## src/wmpd_pkg.sv

```systemverilog
// Package for the wildcard motif presence detector.
// Holds the field widths, the register map and the reset values.
// Has no dependencies. Every module of the block imports it.
package wmpd_pkg;

  localparam int unsigned MaxMotifLenDef = 20;  // default motif capacity
  localparam int unsigned CfgCharCount   = 20;  // motif characters held by the registers
  localparam int unsigned CharW          = 8;
  localparam int unsigned LenW           = 5;
  localparam int unsigned CfgIdxW        = 3;
  localparam int unsigned CfgDataW       = 64;
  localparam int unsigned InDataW        = 8;
  localparam int unsigned OutDataW       = 8;

  localparam logic [LenW-1:0]  LenReset      = 5'd1;
  localparam logic [CharW-1:0] WildcardReset = 8'd45;  // ASCII '-'

  typedef enum logic [CfgIdxW-1:0] {
    RegMotifLen   = 3'd0,
    RegCharsLow   = 3'd1,
    RegCharsMid   = 3'd2,
    RegCharsHigh  = 3'd3,
    RegWildcard   = 3'd4
  } cfg_reg_e;

  // Settings that the matcher needs, apart from the motif characters.
  typedef struct packed {
    logic [LenW-1:0]  len;   // clamped length, 1 to the motif capacity
    logic [CharW-1:0] wild;  // wildcard code
  } cfg_ctrl_t;

endpackage

```

## src/wmpd_cfg.sv

```systemverilog
// Configuration registers of the wildcard motif presence detector.
// Holds the register file, clamps the motif length and unpacks the motif.
// Depends on wmpd_pkg.
module wmpd_cfg import wmpd_pkg::*; #(
  parameter int unsigned MaxMotifLen = MaxMotifLenDef
) (
  input  logic                         clk_i,
  input  logic                         rst_ni,
  input  logic                         cfg_we_i,
  input  logic [CfgIdxW-1:0]           cfg_idx_i,
  input  logic [CfgDataW-1:0]          cfg_wdata_i,
  output cfg_ctrl_t                    ctrl_o,
  output logic [MaxMotifLen*CharW-1:0] motif_o
);

  logic [LenW-1:0]  len_q;
  logic [63:0]      low_q;
  logic [63:0]      mid_q;
  logic [31:0]      high_q;
  logic [CharW-1:0] wild_q;
  logic [CfgCharCount*CharW-1:0] chars_all;

  always_ff @(posedge clk_i or negedge rst_ni) begin
    if (!rst_ni) begin
      len_q  <= LenReset;
      low_q  <= '0;
      mid_q  <= '0;
      high_q <= '0;
      wild_q <= WildcardReset;
    end else if (cfg_we_i) begin
      unique case (cfg_reg_e'(cfg_idx_i))
        RegMotifLen:  len_q  <= cfg_wdata_i[LenW-1:0];
        RegCharsLow:  low_q  <= cfg_wdata_i;
        RegCharsMid:  mid_q  <= cfg_wdata_i;
        RegCharsHigh: high_q <= cfg_wdata_i[31:0];
        RegWildcard:  wild_q <= cfg_wdata_i[CharW-1:0];
        default: ;
      endcase
    end
  end

  // A length of zero acts as one; anything above the capacity is cut to it.
  always_comb begin
    ctrl_o.wild = wild_q;
    if (len_q == '0) begin
      ctrl_o.len = LenW'(1);
    end else if (len_q > LenW'(MaxMotifLen)) begin
      ctrl_o.len = LenW'(MaxMotifLen);
    end else begin
      ctrl_o.len = len_q;
    end
  end

  assign chars_all = {high_q, mid_q, low_q};

  // Positions beyond what the registers hold read as character zero.
  for (genvar i = 0; i < MaxMotifLen; i++) begin : g_char
    if (i < CfgCharCount) begin : g_reg
      assign motif_o[i*CharW +: CharW] = chars_all[i*CharW +: CharW];
    end else begin : g_zero
      assign motif_o[i*CharW +: CharW] = '0;
    end
  end

endmodule

```

## src/wmpd_match.sv

```systemverilog
// Shift-and matcher of the wildcard motif presence detector.
// Keeps the prefix-match bits and the sticky hit flag, one update per character.
// Depends on wmpd_pkg.
module wmpd_match import wmpd_pkg::*; #(
  parameter int unsigned MaxMotifLen = MaxMotifLenDef
) (
  input  logic                         clk_i,
  input  logic                         rst_ni,
  input  logic                         step_i,
  input  logic [CharW-1:0]             char_i,
  input  logic                         last_i,
  input  cfg_ctrl_t                    ctrl_i,
  input  logic [MaxMotifLen*CharW-1:0] motif_i,
  output logic                         found_o
);

  logic [MaxMotifLen-1:0] prefix_q, prefix_d, prefix_upd;
  logic [MaxMotifLen-1:0] match_vec, len_mask, last_sel;
  logic                   hit_q, hit_d, hit_now;

  always_comb begin
    for (int i = 0; i < MaxMotifLen; i++) begin
      match_vec[i] = (motif_i[i*CharW +: CharW] == ctrl_i.wild) ||
                     (motif_i[i*CharW +: CharW] == char_i);
      len_mask[i]  = LenW'(i) < ctrl_i.len;
      last_sel[i]  = LenW'(i) == (ctrl_i.len - LenW'(1));
    end
  end

  assign prefix_upd = ((prefix_q << 1) | MaxMotifLen'(1)) & match_vec & len_mask;
  assign hit_now    = |(prefix_upd & last_sel);
  assign found_o    = hit_q | hit_now;

  // The end of a sequence clears all matching state for the next one.
  always_comb begin
    prefix_d = prefix_q;
    hit_d    = hit_q;
    if (step_i) begin
      if (last_i) begin
        prefix_d = '0;
        hit_d    = 1'b0;
      end else begin
        prefix_d = prefix_upd;
        hit_d    = found_o;
      end
    end
  end

  always_ff @(posedge clk_i or negedge rst_ni) begin
    if (!rst_ni) begin
      prefix_q <= '0;
      hit_q    <= 1'b0;
    end else begin
      prefix_q <= prefix_d;
      hit_q    <= hit_d;
    end
  end

endmodule

```

## src/wildcard_motif_presence_detector.sv

```systemverilog
// Top level of the wildcard motif presence detector.
// Instantiates the configuration registers and the shift-and matcher.
// Depends on wmpd_pkg, wmpd_cfg and wmpd_match.

// The block scans a stream of characters, one request per character, and
// splits it into sequences at each request that carries tlast. For every
// sequence it returns exactly one result request, on the character that
// carries tlast, whose bit 0 says whether the configured motif occurred
// anywhere in the sequence. A motif character equal to the wildcard code
// matches any character; a sequence shorter than the motif never hits.
// The block takes one character every clock cycle for as long as results
// are taken; a character request is captured in the input register at
// acceptance, is then matched by a single parallel compare against every
// motif position with a one-step shift-and update, and its result, if any,
// is registered in the output register. The output register decouples the
// two sides: characters without tlast keep flowing while a result waits,
// and only a second tlast character stalls until the first result is taken.
// Configuration is written through a plain write port; the user must write
// it only while the block is idle, as the block itself does not enforce it.
// Register indexes beyond the last one are ignored.
module wildcard_motif_presence_detector import wmpd_pkg::*; #(
  parameter int unsigned MaxMotifLen = MaxMotifLenDef
) (
  input  logic                 clk_i,
  input  logic                 rst_ni,
  // Configuration write port.
  input  logic                 cfg_we_i,
  input  logic [CfgIdxW-1:0]   cfg_idx_i,
  input  logic [CfgDataW-1:0]  cfg_wdata_i,
  // Character stream.
  input  logic                 s_axis_tvalid,
  output logic                 s_axis_tready,
  input  logic [InDataW-1:0]   s_axis_tdata,   // [7:0] seq_char
  input  logic                 s_axis_tlast,   // end_of_sequence
  // Result stream.
  output logic                 m_axis_tvalid,
  input  logic                 m_axis_tready,
  output logic [OutDataW-1:0]  m_axis_tdata    // [0] motif_found, [7:1] zero
);

  cfg_ctrl_t                    ctrl;
  logic [MaxMotifLen*CharW-1:0] motif;

  logic             s1_valid_q, s1_valid_d;
  logic [CharW-1:0] s1_char_q;
  logic             s1_last_q;
  logic             out_valid_q, out_valid_d;
  logic             out_found_q;
  logic             found;
  logic             in_acc, out_free, s1_go;

  wmpd_cfg #(
    .MaxMotifLen (MaxMotifLen)
  ) u_cfg (
    .clk_i       (clk_i),
    .rst_ni      (rst_ni),
    .cfg_we_i    (cfg_we_i),
    .cfg_idx_i   (cfg_idx_i),
    .cfg_wdata_i (cfg_wdata_i),
    .ctrl_o      (ctrl),
    .motif_o     (motif)
  );

  // A character without tlast produces no result, so it can always move on;
  // a tlast character needs room in the output register.
  assign out_free      = !out_valid_q || m_axis_tready;
  assign s1_go         = s1_valid_q && (!s1_last_q || out_free);
  assign s_axis_tready = !s1_valid_q || s1_go;
  assign in_acc        = s_axis_tvalid && s_axis_tready;

  wmpd_match #(
    .MaxMotifLen (MaxMotifLen)
  ) u_match (
    .clk_i   (clk_i),
    .rst_ni  (rst_ni),
    .step_i  (s1_go),
    .char_i  (s1_char_q),
    .last_i  (s1_last_q),
    .ctrl_i  (ctrl),
    .motif_i (motif),
    .found_o (found)
  );

  always_comb begin
    s1_valid_d = s1_valid_q;
    if (in_acc) begin
      s1_valid_d = 1'b1;
    end else if (s1_go) begin
      s1_valid_d = 1'b0;
    end
  end

  always_comb begin
    out_valid_d = out_valid_q;
    if (s1_go && s1_last_q) begin
      out_valid_d = 1'b1;
    end else if (m_axis_tready) begin
      out_valid_d = 1'b0;
    end
  end

  always_ff @(posedge clk_i or negedge rst_ni) begin
    if (!rst_ni) begin
      s1_valid_q  <= 1'b0;
      out_valid_q <= 1'b0;
    end else begin
      s1_valid_q  <= s1_valid_d;
      out_valid_q <= out_valid_d;
    end
  end

  // Payload registers carry no reset.
  always_ff @(posedge clk_i) begin
    if (in_acc) begin
      s1_char_q <= s_axis_tdata[CharW-1:0];
      s1_last_q <= s_axis_tlast;
    end
    if (s1_go && s1_last_q) begin
      out_found_q <= found;
    end
  end

  assign m_axis_tvalid = out_valid_q;
  assign m_axis_tdata  = {{(OutDataW-1){1'b0}}, out_found_q};

endmodule

```

## config.mk

```make
export PLATFORM = sky130hd
export DESIGN_NAME = wildcard_motif_presence_detector
export DESIGN_NICKNAME = d
export VERILOG_FILES = /design/src/wmpd_pkg.sv /design/src/wmpd_cfg.sv /design/src/wmpd_match.sv /design/src/wildcard_motif_presence_detector.sv
export SDC_FILE = /design/constraint.sdc
export NUM_CORES = 1
export LEC_CHECK = 0
export ABC_AREA = 0
export BUFFER_PORTS_ARGS = -buffer_cell sky130_fd_sc_hd__buf_2
export CORE_ASPECT_RATIO = 1.25
export CORE_MARGIN = 2
export CORE_UTILIZATION = 55
export DETAILED_ROUTE_END_ITERATION = 6
export GPL_ROUTABILITY_DRIVEN = 1
export HOLD_SLACK_MARGIN = 0.06
export PLACE_DENSITY = 0.79
export SLEW_MARGIN = 40
export SYNTH_ARGS = -nofsm -noshare
export SYNTH_HDL_FRONTEND = slang
export SYNTH_SLANG_ARGS = --single-unit
```

## constraint.sdc

```tcl
create_clock -name clk_i -period 4.5 [get_ports clk_i]
set_clock_uncertainty 0.1 [all_clocks]
set_input_delay 0.675 -clock clk_i [delete_from_list [all_inputs] [get_ports clk_i]]
set_output_delay 0.675 -clock clk_i [all_outputs]
set_load 0.02 [all_outputs]
```

=== Word level (Yosys, flattened, before mapping) ===
Cells that the tools add are included.

* Flip-flop bits (word level): 205
* Input port bits: 81
* Word-level logic and storage cells: 149

* Add/subtract/negate cells: 1
* $lt $le $gt $ge: 21
* Eq/ne operators: 63
* Muxes and demuxes: 8
* Bitwise gates (word level): 4
* Reduce and logical (&&, ||, !) cells: 40

{| class="wikitable"
|+ Operators with widths
! operator !! count
|-
| 8-bit equality test || 40
|-
| 20-bit AND || 3
|-
| 4-bit by 5-bit equality test with 1-bit output (first input constant) || 8
|-
| 4-bit by 5-bit less-than comparator with 1-bit output (first input constant) || 8
|-
| 1-bit logical OR || 23
|-
| 3-bit by 5-bit equality test with 1-bit output (first input constant) || 4
|-
| 5-bit equality test (first input constant) || 4
|-
| 3-bit by 5-bit less-than comparator with 1-bit output (first input constant) || 4
|-
| 5-bit less-than comparator (first input constant) || 4
|-
| 20-bit OR reduction || 1
|-
| 19-bit 2-to-1 mux || 1
|-
| 2-bit by 5-bit equality test with 1-bit output (first input constant) || 2
|-
| 5-bit logical NOT || 2
|-
| 1-bit by 5-bit less-than comparator with 1-bit output (first input constant) || 2
|-
| 2-bit by 5-bit less-than comparator with 1-bit output (first input constant) || 2
|-
| 5-bit 2-to-1 mux || 2
|-
| 2-bit AND reduction || 5
|-
| 3-bit by 2-bit equality test with 1-bit output (second input constant) || 2
|-
| 1-bit by 5-bit equality test with 1-bit output (first input constant) || 1
|-
| 5-bit > comparator (second input constant) || 1
|-
| 1-bit 2-to-1 mux || 5
|-
| 5-bit by 1-bit subtractor with 5-bit output (second input constant) || 1
|-
| 2-bit nonzero test || 2
|-
| 3-bit by 1-bit equality test with 1-bit output (second input constant) || 1
|-
| other kinds (5) || 9
|}

=== Longest topological paths before layout ===
* Depth in word-level cells: 9
* Mapped depth: 9
* Mapped depth without buffers: 7

=== Cells and area by module ===
From an unflattened synthesis, not the netlist that was laid out.

* Cell total of the unflattened synthesis: 1029
* Area total of the unflattened synthesis: 12583.3 µm²

{| class="wikitable"
|+ Modules (own cells, without submodules)
! module !! instances !! cells an instance !! area an instance (µm²)
|-
| wmpd_cfg || 1 || 378 || 7089.3
|-
| wmpd_match || 1 || 622 || 5012.3
|-
| wildcard_motif_presence_detector || 1 || 29 || 481.7
|}

=== Least setup slack after synthesis ===
OpenSTA, ideal clock, no wires.

* Kind: input to register
* Start: in cfg_we_i
* End: reg u_cfg.mid_q[10]
* Library setup time: 0.128 ns
* Data arrival time: 1.885 ns
* Required time: 4.272 ns
* Path slack: 2.387 ns
* Stages on the path: 5
* Path buffers: 1
* Cells stage by stage: nor2b_1 > nand2_1 > nor2_1 > buf_2 > mux2_1

* Cells in the longest elaborated chain, start to end: 1

{| class="wikitable"
|+ Ends and longest elaborated chain
! item !! line !! source
|-
| start, declared || wildcard_motif_presence_detector.sv:27 || <nowiki>input logic cfg_we_i,</nowiki>
|-
| 2-bit AND reduction (no line) || -- ||
|-
| end signal, assigned || wmpd_cfg.sv:34 || <nowiki>RegCharsMid: mid_q <= cfg_wdata_i;</nowiki>
|-
| end, declared || wmpd_cfg.sv:18 || <nowiki>logic [63:0] mid_q;</nowiki>
|}

Every way passes these cells.
A chain may end at the register's enable or synchronous reset.

=== Worst setup path after layout ===
* Start: reg s1_char_q[6]
* End: reg u_match.hit_q

* Cells in the longest elaborated chain, start to end: 8

{| class="wikitable"
|+ Ends and longest elaborated chain
! item !! line !! source
|-
| start, declared || wildcard_motif_presence_detector.sv:45 || <nowiki>logic [CharW-1:0] s1_char_q;</nowiki>
|-
| start signal, assigned || wildcard_motif_presence_detector.sv:115 || <nowiki>s1_char_q <= s_axis_tdata[CharW-1:0];</nowiki>
|-
| 8-bit equality test || wmpd_match.sv:24 || <nowiki>(motif_i[i*CharW +: CharW] == char_i);</nowiki>
|-
| 1-bit logical OR || wmpd_match.sv:23 || <nowiki>match_vec[i] = (motif_i[i*CharW +: CharW] == ctrl_i.wild) ||</nowiki>
|-
| 20-bit AND * (2 in a row) || wmpd_match.sv:30 || <nowiki>assign prefix_upd = ((prefix_q << 1) | MaxMotifLen'(1)) & match_vec & len_mask;</nowiki>
|-
| 20-bit AND * || wmpd_match.sv:31 || <nowiki>assign hit_now = |(prefix_upd & last_sel);</nowiki>
|-
| 20-bit OR reduction * || wmpd_match.sv:31 ||
|-
| 1-bit OR * || wmpd_match.sv:32 || <nowiki>assign found_o = hit_q | hit_now;</nowiki>
|-
| 1-bit 2-to-1 mux * || wmpd_match.sv:39 || <nowiki>if (last_i) begin</nowiki>
|-
| end signal, assigned || wmpd_match.sv:55 || <nowiki>hit_q <= hit_d;</nowiki>
|-
| end, declared || wmpd_match.sv:19 || <nowiki>logic hit_q, hit_d, hit_now;</nowiki>
|}

Mark *: on every way between the ends. The rest lies on a longest branch, timed or not.

==> results.py <==
metrics = {
    "synth": {
        "syn_area_per_cell_sq_um": 11.70,
        "synthDistinctLibCells": 54,
        "synth_top_flop_cell": "dfrtp_1",
        "netlist_area_sq_mm": 0.01191,
        "ys_warn_count": 0,
        "ys_ff_latch": 205,
        "yosysSeqAreaShare_pct": 43.54,
        "synth-edff-count": 10,
        "syn-instance-count": 1018,
        "async_reset_ff_share_pct": 95.12,
    },
    "routing": {
        "wl_per_cell_microns": 21.74,
        "first_iter_violations": 569,
        "dr.pass1.iters": 5,
        "ant_nets": 0,
        "finalWirelength_mm": 29.91,
        "drc": 0,
        "via_per_inst": 5.997,
        "dr_total_vias": 8252,
    },
    "power": {
        "seq_power_share_pct": 45.9,
        "p_sw_share_pct": 32.90,
        "switching_power_mw": 2.044,
        "vdd_drop_max_mv": 0.3100,
        "power_density_mw_per_mm2": 472.5,
        "power_leakage_nw": 5.019,
        "pwr-share-comb_pct": 26.2,
        "internal-power_mw": 4.169,
        "clkPwrFrac_pct": 27.9,
    },
    "timing": {
        "worstMarginPinSlew_ns": 0.8517,
        "period_needed_ns": 2.792,
        "max-slew-margin-rel_pct": 43.22,
        "hold_violations": 0,
        "fin_tns_setup_ns": 0,
        "setup_viol": 0,
        "max_freq_ghz": 0.3581,
        "grt_setup_unrepaired": "no",
        "drv_slew": 0,
        "hold_ws_ns": 0.1094,
        "setup_slack_ns": 1.708,
        "fin_crit_sh_pct": 62.05,
    },
    "layout": {
        "antenna_cells": 0,
        "fillCellCount": 1705,
        "final_cell_mix": "xnor2_1 (288), dfrtp_1 (188), mux2_1 (151)",
        "finish.utilization_pct": 61.46,
        "drive_gt1_share_pct": 16.13,
        "layout_commonest_cell": "xnor2_1",
        "area_growth_pct": 10.39,
        "nets": 1166,
    },
    "job": {
        "max_cap_violations": 0,
    },
    "setup_path": {
        "endpoint": "u_match.hit_q",
        "rrSetupSlack_ns": 1.71,
        "arrival_ns": 3.13,
        "r2r-end": "u_match.hit_q",
        "required_ns": 4.84,
        "r2r_cells": 8,
        "cp-startpoint": "s1_char_q[6]",
        "cp_max_fo": 11,
        "endpoint_kind": "register",
        "rr_startpoint": "s1_char_q[6]",
        "start_kind": "register",
        "crit_type": "register to register",
    },
    "grt": {
        "met3_usage_pct": 4.073,
        "antenna_found_initial": 0,
        "gr-usage-all-layers_pct": 26.77,
        "use_met2_pct": 44.86,
        "grtUsageMet1_pct": 34.34,
        "grt_pass1_wl_mm": 47.47,
        "grt_max_degree": 110,
        "busiest_layer": "met2",
        "grt_overflow": 0,
        "grt_pass1_vias": 8707,
    },
    "clocking": {
        "post_cts_buffers": 0,
        "cts_sinks": 205,
        "cts_buffer_depth": 3,
        "cts-root-buf": "clkbuf_16",
        "clkTransAtPathRegs_ns": 0.07,
        "insertion_delay_ns": 0.52,
        "cts_made_buffers": 21,
        "cts_resized": 0,
        "holdBufCountCts": 0,
        "cts_max_level": 1,
        "cts_tree": "built",
    },
    "worst_hold_path": {
        "min_path_type": "input port to asynchronous set/reset pin",
    },
    "placed_design": {
        "dp_hpwl_mm": 20.71,
        "port_buffers": 83,
        "dp_slack_ns": 1.810,
        "gp_congestion": 0.9598,
    },
    "floorplan": {
        "die_x_microns": 135.6,
        "std_cell_rows": 60,
        "initial_core_util_pct": 55.67,
        "ios": 91,
        "chipHeight_microns": 168.5,
        "die_area_sq_mm": 0.02286,
        "core_sq_mm": 0.02140,
    },
    "run_status": {
        "status": "finished clean",
    },
}
## final cells by class
cell class	count	area (sq um)	area share, %
timing repair buffer	106	681.9	5.186
inverter	5	18.77	0.1427
sequential	205	5189	39.46
clock inverter	9	106.4	0.8088
clock buffer	26	564.3	4.292
tap	279	349.1	2.655
multi-input combinational	746	6240	47.45
## logic make-up (layout without fill, tap and decap cells)
logic type      after synthesis  after routing  share of synthesized area [%]
compound gates               71             71                          4.013
xor+xnor                    320            320                          23.53
fa+ha+maj                     1              1                        0.08404
buf+inv                      73            146                          4.412
flops                       205            205                          43.54
mux                         171            171                          16.17
other cells                   1              7                        0.03148
simple gates                176            176                          8.225
## cell usage after synthesis, types with 3 or more instances
library cell / instances / area, sq um
xnor2_1: 288 / 2522
dfrtp_1: 190 / 4755
mux2_1: 151 / 1700
nand4_1: 74 / 462.9
nand2_1: 48 / 180.2
xor2_1: 32 / 280.3
buf_6: 21 / 236.5
o22ai_1: 21 / 131.4
mux2_2: 20 / 225.2
buf_4: 18 / 135.1
nand3_1: 14 / 70.07
clkbuf_1: 13 / 48.80
buf_2: 12 / 60.06
o21ai_0: 11 / 55.05
edfxtp_1: 10 / 300.3
nor2_1: 10 / 37.54
a21oi_1: 7 / 35.03
nor4_1: 7 / 43.79
o31ai_1: 7 / 52.55
o41ai_1: 7 / 61.31
dfstp_2: 5 / 131.4
inv_1: 4 / 15.01
and2_1: 3 / 18.77
buf_1: 3 / 11.26
nor2b_1: 3 / 18.77
nor4_2: 3 / 37.54
o2111ai_1: 3 / 26.28
o21ai_1: 3 / 15.01
## worst max-delay path: stages (launching register included)
cell	delay (ns)
edfxtp_1	0.88
buf_4	0.39
xnor2_1	0.15
nand4_1	0.09
o22ai_1	0.31
o211ai_1	0.22
o22ai_1	0.17
o2111ai_1	0.18
a31oi_1	0.21
## power by group through the flow
stage	logic, mW	registers [mW]	clock network, mW
floorplan	1.50	2.56	0
finish	1.63	2.85	1.73
global placement	1.56	2.86	0
CTS	1.64	2.84	1.76
detailed placement	1.62	2.87	0
global route	1.79	2.90	1.83
## worst min path at each step
stage	slack, ns	start	end
final	0.11	rst_ni	u_cfg.mid_q[45]
after global routing	0.17	rst_ni	u_cfg.mid_q[45]
after CTS	0.15	rst_ni	u_cfg.mid_q[45]
after detailed placement	0.36	u_match.prefix_q[16]	u_match.prefix_q[16]
after global placement	0.36	u_match.prefix_q[11]	u_match.prefix_q[11]
after floorplan	0.28	rst_ni	m_axis_tvalid
## registers in the layout, summed over array words and instances, names as in the netlist, 5 cells and up
signal and cells:
u_cfg.mid_q 64, u_match.prefix_q 19, u_cfg.high_q 32, s1_char_q 8, u_cfg.wild_q 8, u_cfg.len_q 5, u_cfg.low_q 64
## per-layer routing
layer	vias to the layer above	part of all wire, %
li1	3665	-
met1	4131	40
met5	-	0
met2	345	49
met3	111	6.6
met4	0	4.5
## per-stage QoR
stage	cells	area, sq um	power [mW]
6_report	1376	13150	6.213
5_1_grt	1376	13150	6.525
4_1_cts	1376	13150	6.233
3_5_place_dp	1341	12480	4.492
3_3_place_gp	1337	12390	4.414
2_1_floorplan	1024	11930	4.064
Power figures use the tool's default switching activity.
